**src/rtl/core/lxrr_pkg.sv**
```systemverilog
// lxrr_pkg: shared types, constants and register map of the crossbar core
// no dependencies
`timescale 1ns / 1ps
`default_nettype none
package lxrr_pkg;
	localparam int MAX_NODES   = 8;
	localparam int QUEUE_DEPTH = 16;
	localparam int TAG_WIDTH   = 32;
	localparam int NODE_W      = $clog2(MAX_NODES);
	localparam int PTR_W       = $clog2(QUEUE_DEPTH);
	localparam int CNT_W       = $clog2(QUEUE_DEPTH + 1);
	localparam int ADDR_W      = NODE_W + PTR_W;
	localparam int STORE_SIZE  = MAX_NODES * QUEUE_DEPTH;
	localparam int MOVED_W     = $clog2(MAX_NODES + 1);

	localparam logic [1:0] FUNC_PUSH = 2'd0;
	localparam logic [1:0] FUNC_TICK = 2'd1;
	localparam logic [1:0] FUNC_POP  = 2'd2;
	localparam logic [1:0] FUNC_NOP  = 2'd3;

	localparam logic [1:0] ST_OK    = 2'd0;
	localparam logic [1:0] ST_FULL  = 2'd1;
	localparam logic [1:0] ST_EMPTY = 2'd2;
	localparam logic [1:0] ST_RANGE = 2'd3;

	localparam logic [0:0] REG_LATENCY   = 1'd0;
	localparam logic [0:0] REG_NUM_NODES = 1'd1;

	typedef struct packed {
		logic [1:0]  func;
		logic [2:0]  src_port;
		logic [2:0]  dest_node;
		logic [31:0] payload_tag;
		logic [2:0]  pop_node;
	} in_item_t;

	typedef struct packed {
		logic [1:0]  status;
		logic [31:0] read_tag;
		logic [3:0]  moved_count;
		logic        out_now_empty;
	} out_item_t;

	// commands from controller to datapath
	typedef struct packed {
		logic           load;      // capture item
		logic           rd_push;   // read last entry of source queue
		logic           do_push;   // write pushed entry
		logic           rd_head;   // read head of scanned source
		logic           do_move;   // evaluate and move scanned head
		logic           scan_next; // advance scan index
		logic           tick_end;  // rotate start, bump cycle count
		logic           rd_pop;    // read output head
		logic           do_pop;    // pop output head
		logic           emit;      // present result
	} cmd_t;

	typedef struct packed {
		logic [1:0] func;
		logic       scan_last;
	} stat_t;
endpackage
`default_nettype wire

```
**src/rtl/core/lxrr_ctrl.sv**
```systemverilog
// lxrr_ctrl: sequencer for push, tick scan and pop
// depends on lxrr_pkg
`timescale 1ns / 1ps
`default_nettype none
module lxrr_ctrl import lxrr_pkg::*; (
	input  wire logic  clk,
	input  wire logic  arst_n,
	input  wire logic  start,
	output logic       busy,
	input  stat_t      stat,
	output cmd_t       cmd
);
	typedef enum logic [6:0] {
		S_IDLE = 7'b0000001,
		S_DEC  = 7'b0000010,
		S_PUSH = 7'b0000100,
		S_RDH  = 7'b0001000,
		S_MOVE = 7'b0010000,
		S_POP  = 7'b0100000,
		S_DONE = 7'b1000000
	} state_t;

	state_t state_q, state_nx;

	always_ff @(posedge clk or negedge arst_n) begin
		if (!arst_n) begin
			state_q <= S_IDLE;
		end else begin
			state_q <= state_nx;
		end
	end

	always_comb begin
		state_nx = state_q;
		cmd = '0;
		busy = (state_q != S_IDLE);
		case (state_q)
			S_IDLE: begin
				if (start) begin
					cmd.load = 1'b1;
					state_nx = S_DEC;
				end
			end
			S_DEC: begin
				case (stat.func)
					FUNC_PUSH: begin
						cmd.rd_push = 1'b1;
						state_nx = S_PUSH;
					end
					FUNC_TICK: begin
						cmd.rd_head = 1'b1;
						state_nx = S_MOVE;
					end
					FUNC_POP: begin
						cmd.rd_pop = 1'b1;
						state_nx = S_POP;
					end
					default: state_nx = S_DONE;
				endcase
			end
			S_PUSH: begin
				cmd.do_push = 1'b1;
				state_nx = S_DONE;
			end
			S_RDH: begin
				cmd.rd_head = 1'b1;
				state_nx = S_MOVE;
			end
			S_MOVE: begin
				cmd.do_move = 1'b1;
				if (stat.scan_last) begin
					cmd.tick_end = 1'b1;
					state_nx = S_DONE;
				end else begin
					cmd.scan_next = 1'b1;
					state_nx = S_RDH;
				end
			end
			S_POP: begin
				cmd.do_pop = 1'b1;
				state_nx = S_DONE;
			end
			S_DONE: begin
				cmd.emit = 1'b1;
				state_nx = S_IDLE;
			end
			default: state_nx = S_IDLE;
		endcase
	end
endmodule
`default_nettype wire

```
**config.mk**
```make
export PLATFORM = sky130hd
export DESIGN_NAME = lxrr_ctrl
export DESIGN_NICKNAME = d
export VERILOG_FILES = /design/src/rtl/core/lxrr_pkg.sv /design/src/rtl/core/lxrr_ctrl.sv
export SDC_FILE = /design/constraint.sdc
export NUM_CORES = 1
export LEC_CHECK = 0
export BUFFER_PORTS_ARGS = -buffer_cell sky130_fd_sc_hd__buf_4
export CAP_MARGIN = 20
export CORE_AREA = 3 3 40 42
export CTS_CLUSTER_SIZE = 30
export DETAILED_ROUTE_END_ITERATION = 8
export DIE_AREA = 0 0 43 45
export SETUP_SLACK_MARGIN = 0.2
export SLEW_MARGIN = 20
export SYNTH_ARGS = -nofsm -noshare
export SYNTH_HDL_FRONTEND = slang
export SYNTH_SLANG_ARGS = --single-unit
```
**constraint.sdc**
```tcl
create_clock -name clk -period 2.32 [get_ports clk]
set_input_delay 0.116 -clock clk [delete_from_list [all_inputs] [get_ports clk]]
set_output_delay 0.116 -clock clk [all_outputs]
set_load 0.01 [all_outputs]
```
Word level (Yosys, flattened, before mapping):

Index checks and enable logic that the tools add are counted.

* bits in registers: 7
* input bits: 6
* output and inout bits: 11
* word-level logic and storage cells: 32

* equal/unequal tests: 11
* multiplexer cells: 18
* reduce and logical (&&, ||, !) cells: 2

Operators with widths (count)
* 7-bit one-hot mux with 5 select lines: 1
* 7-bit one-hot mux with 3 select lines: 1
* 7-bit two-way mux: 2
* 1-bit two-way mux: 12
* 7-bit by 1-bit == test with 1-bit output (second input constant): 1
* 7-bit by 2-bit == test with 1-bit output (second input constant): 1
* 7-bit by 3-bit == test with 1-bit output (second input constant): 1
* 7-bit by 4-bit == test with 1-bit output (second input constant): 1
* 7-bit by 5-bit == test with 1-bit output (second input constant): 1
* 7-bit by 6-bit == test with 1-bit output (second input constant): 1
* 7-bit == test (second input constant): 1
* 7-bit by 1-bit != test with 1-bit output (second input constant): 1
* 3-bit two-way mux: 1
* 2-bit by 1-bit == test with 1-bit output (second input constant): 1
* 2-bit == test (second input constant): 1
* 2-bit zero test: 1
* 2-bit != test (second input constant): 1
* 1-bit one-hot mux with 2 select lines: 1
* 2-bit OR reduction: 1

Logic depth before layout (Yosys ltp):

* depth after elaboration: 3
* mapped depth: 5
* gate-level depth less buffers: 3

Worst setup path before layout:

No wires, ideal clock.

* path type: register to output
* from: register state_q[5]
* to: output port cmd[2] (netlist bit)
* arrival time: 1277 ps
* data required time: 2204 ps
* slack: 927 ps
* cell stages (with the launch flop): 5
* buffers on the path: 1
* cell sequence: dfrtp_1 buf_4 nor4b_4 nand2_2 nor3b_1

RTL lines
* start, declared: line lxrr_ctrl.sv:23 `state_t state_q, state_nx;`
* start signal, assigned: line lxrr_ctrl.sv:29 `state_q <= state_nx;`
* end, declared: line lxrr_ctrl.sv:11 `output cmd_t cmd`

==> results.md <==
- Post-route setup TNS: 0 ns
- Top Registers: state_q: 7 flops
- Mapped Cells: 48
- Number of remaining DRC errors: 0
- Main synth FF type: dfrtp_1
- FF-to-FF End: state_q[1]$_DFFE_PN0P_
- Largest Register: state_q
- Post-synth EDFFs: 0
- CORE AREA: between 1000 and 1500 um^2
- Post-Synth Simple-Gate Area: 43.60%
- Required @ worst endpoint: between 2 and 2.5 ns
- Crit share post-route: 77.02%
- GRT Residual Overflow: 0
- Root Buffer: clkbuf_4
- Hold depth: 2
- Most common cell after layout, fill and taps aside: buf_4
- Worst r2r src: state_q[5]$_DFFE_PN0P_
- Hold Path End: state_q[2]$_DFFE_PN0P_
- Fin. max-slew vios: 0
- Sequential-to-total area share from yosys stat: between 30% and 40%
- Synthesized cell area: between 500 and 600 um^2
- Average wire per cell in the routed design: around 13 um
- M1 GR Usage: between 15 and 20%
- Vias per cell: roughly 5.2
- Die width: about 43 um
- Total number of vias: about 420
- Clock transition at path regs: around 0.050 ns
- CTS tree: yes
- Post-CTS Setup Repair Bufs: 0
- Largest net degree at the start of global routing: 9
- Post-synthesis xor/xnor area fraction: around 1.7%
- Ant. Diodes: 0
- Number of max-cap violations: 0
- Most frequent cells in the layout: 16 x buf_4, 6 x dfrtp_1, 4 x nor3b_1, 4 x and3_1
- Ports: 17
- 1st-iter DRT viols: 7
- Adder-Cell Fraction of Synth Area: 0%
- Final nets: between 70 and 80
- Die Height: 45 um
- Final setup vio count: 0
- CTS Buffer Depth: 2
- Worst Path Class, Setup: reg -> out
- Total GRT Usage: 13.38%
- Met3 Use GR: 1.195%
- Initial Util: between 30% and 40%
- First-pass GRT wire length: between 1500 and 2000 um
- Hold WC Path Type: in -> reg
- Met2 Track Usage GR: about a fifth
- Hpwl dp: 821.4 um
- Actual slew at the worst max-slew pin: roughly 0.45 ns
- Critical path peak fanout: 8
- Flops & latches, synth: 7
- RD Place Congestion: 0.7190
- Leak Pwr: roughly 0.00031 uW
- Placement row count: 13
- Syn_nets: 54
- Routed Antenna Nets: 0
- Hold_sp: stat[2]
- Port bufs: 16
- Die area: 1935 um^2
- Area after DPL: between 600 and 700 um^2
- Buf/Inv on CP: 1
- Drt pass-1 iters: 2
- Worst-Skew Late Latency: 0.25 ns
- CP Launch Type: flip-flop
- CP peak stage delay: about 0.52 ns
- Fin area: 663.1 um^2
- Vias in the first global route: roughly 450
- Minimum clock period after layout: roughly 1.8 ns
- CTS Sinks: 7
- Antenna violations before repair: 0
- Total Wirelength: slightly above 1000 um
- CTS Buf Count: 3
- CP endpoint kind: output pin
- Ys async rst share: between 90% and 100%
- Mux share of post-synthesis cell area: 0%
- Avg Inst Size Synth: roughly 11 um^2
- H-tree Lvls: 1
- Share of cells above drive strength 1: 40.91%
- GRT busiest layer: met2
- Rel. slew slack: between 60 and 70%
- RSZ-0062 raised after global routing: no
- PwrDens: approximately 800 nW/um^2
- Hold-fix buffers, CTS: 1
- Crit-path leading delay family: simple AND/OR/NAND/NOR gates
- Post-cts repair resize count: 0
- R2R Setup Slk: about 0.96 ns
- Status: finished, final reports clean
- Synth cell types: 27
- Maximum clock frequency: around 560 MHz
- Slowest cell on the critical path: dfrtp_1
- Largest family of logic cells by synthesized area: simple AND/OR/NAND/NOR gates
- CP cell instances: nor4_4, and2b_2, and3_1, buf_4
- Max FFs per register: 7
- VDD IR max: 445.0 uV
- Worst Reg2Reg Path Length in Cells: 3
- Hold Violations, Final: 0
- Synth Area in Compound Gates: roughly 16%
- Critical path arrival: roughly 1.7 ns
- Area Growth Syn to Fin: 30.54%
- Ys Warns: 0
- Clock Skews: between 0.001 and 0.0015 ns
[where the power goes]
part	leakage, uW	switching (uW)	internal (uW)	total (uW)
clock	0.0000150	43.0	65.5	109
combinational	0.000202	114	127	241
sequential	0.0000930	33.2	147	180
[how the worst max path moves through the flow]
stage	start	to	slack [ns]	depth (start not counted)
6_report	state_q[5]$_DFFE_PN0P_	cmd[9]	0.53	4
5_1_grt	state_q[5]$_DFFE_PN0P_	cmd[2]	0.41	4
4_1_cts	state_q[5]$_DFFE_PN0P_	cmd[9]	0.50	4
3_5_place_dp	state_q[5]$_DFFE_PN0P_	cmd[9]	0.78	4
3_3_place_gp	state_q[5]$_DFFE_PN0P_	cmd[9]	0.80	4
2_1_floorplan	state_q[5]$_DFFE_PN0P_	cmd[2]	0.93	4
[stage by stage]
stage | utilization (%) | power [uW] | hold WS (ns) | std cells | setup WS, ns
after CTS | 51.61 | 536.6 | 0.06043 | 81 | 0.5043
after global routing | 51.61 | 568.5 | 0.08109 | 81 | 0.4055
final | 51.61 | 530.1 | 0.06313 | 81 | 0.5332
after detailed placement | 48.78 | 424.0 | -0.06661 | 76 | 0.7770
after floorplan | - | 350.1 | -0.1796 | 48 | 0.9269
after global placement | 48.78 | 422.6 | -0.06750 | 76 | 0.7987
[area by class of cell]
| type | instances | area [um^2] |
|---|---|---|
| Sequential cell | 7 | 176.4 |
| Clock buffer | 4 | 26.28 |
| Multi-Input combinational cell | 38 | 311.5 |
| Tap cell | 15 | 18.77 |
| Timing Repair Buffer | 17 | 130.1 |
| Fill cell | 125 | 621.8 |
[Yosys cell counts (2+ instances only)]
master | number | area share [%]
and2b_1 | 2 | 3.0
dfrtp_1 | 6 | 30
nor2b_1 | 2 | 2.5
nand2_1 | 3 | 2.2
nand2b_1 | 2 | 2.5
o2bb2ai_1 | 2 | 3.4
nor2_1 | 2 | 1.5
buf_4 | 2 | 3.0
nor3_1 | 3 | 3.0
and3_1 | 4 | 4.9
nor3b_1 | 4 | 5.9
[worst reg2reg max path, cell delays in order, from the launching register on]
cell     delay, ns
dfrtp_1       0.52
nor4_4        0.37
and2b_2       0.26
and3_1        0.15
[per-layer routing]
| layer | up-vias | part of all wire, % |
|---|---|---|
| met5 | - | 0 |
| met4 | 0 | 1.9 |
| met3 | 2 | 4.4 |
| met2 | 14 | 46 |
| met1 | 196 | 48 |
| li1 | 212 | - |
[cell families after synthesis]
logic type | after synthesis
buffers and inverters | 3
AO/OA/AOI/OAI | 8
AND/OR/NAND/NOR | 29
flip-flops | 7
XOR/XNOR | 1
Power figures use the tool's default switching activity.
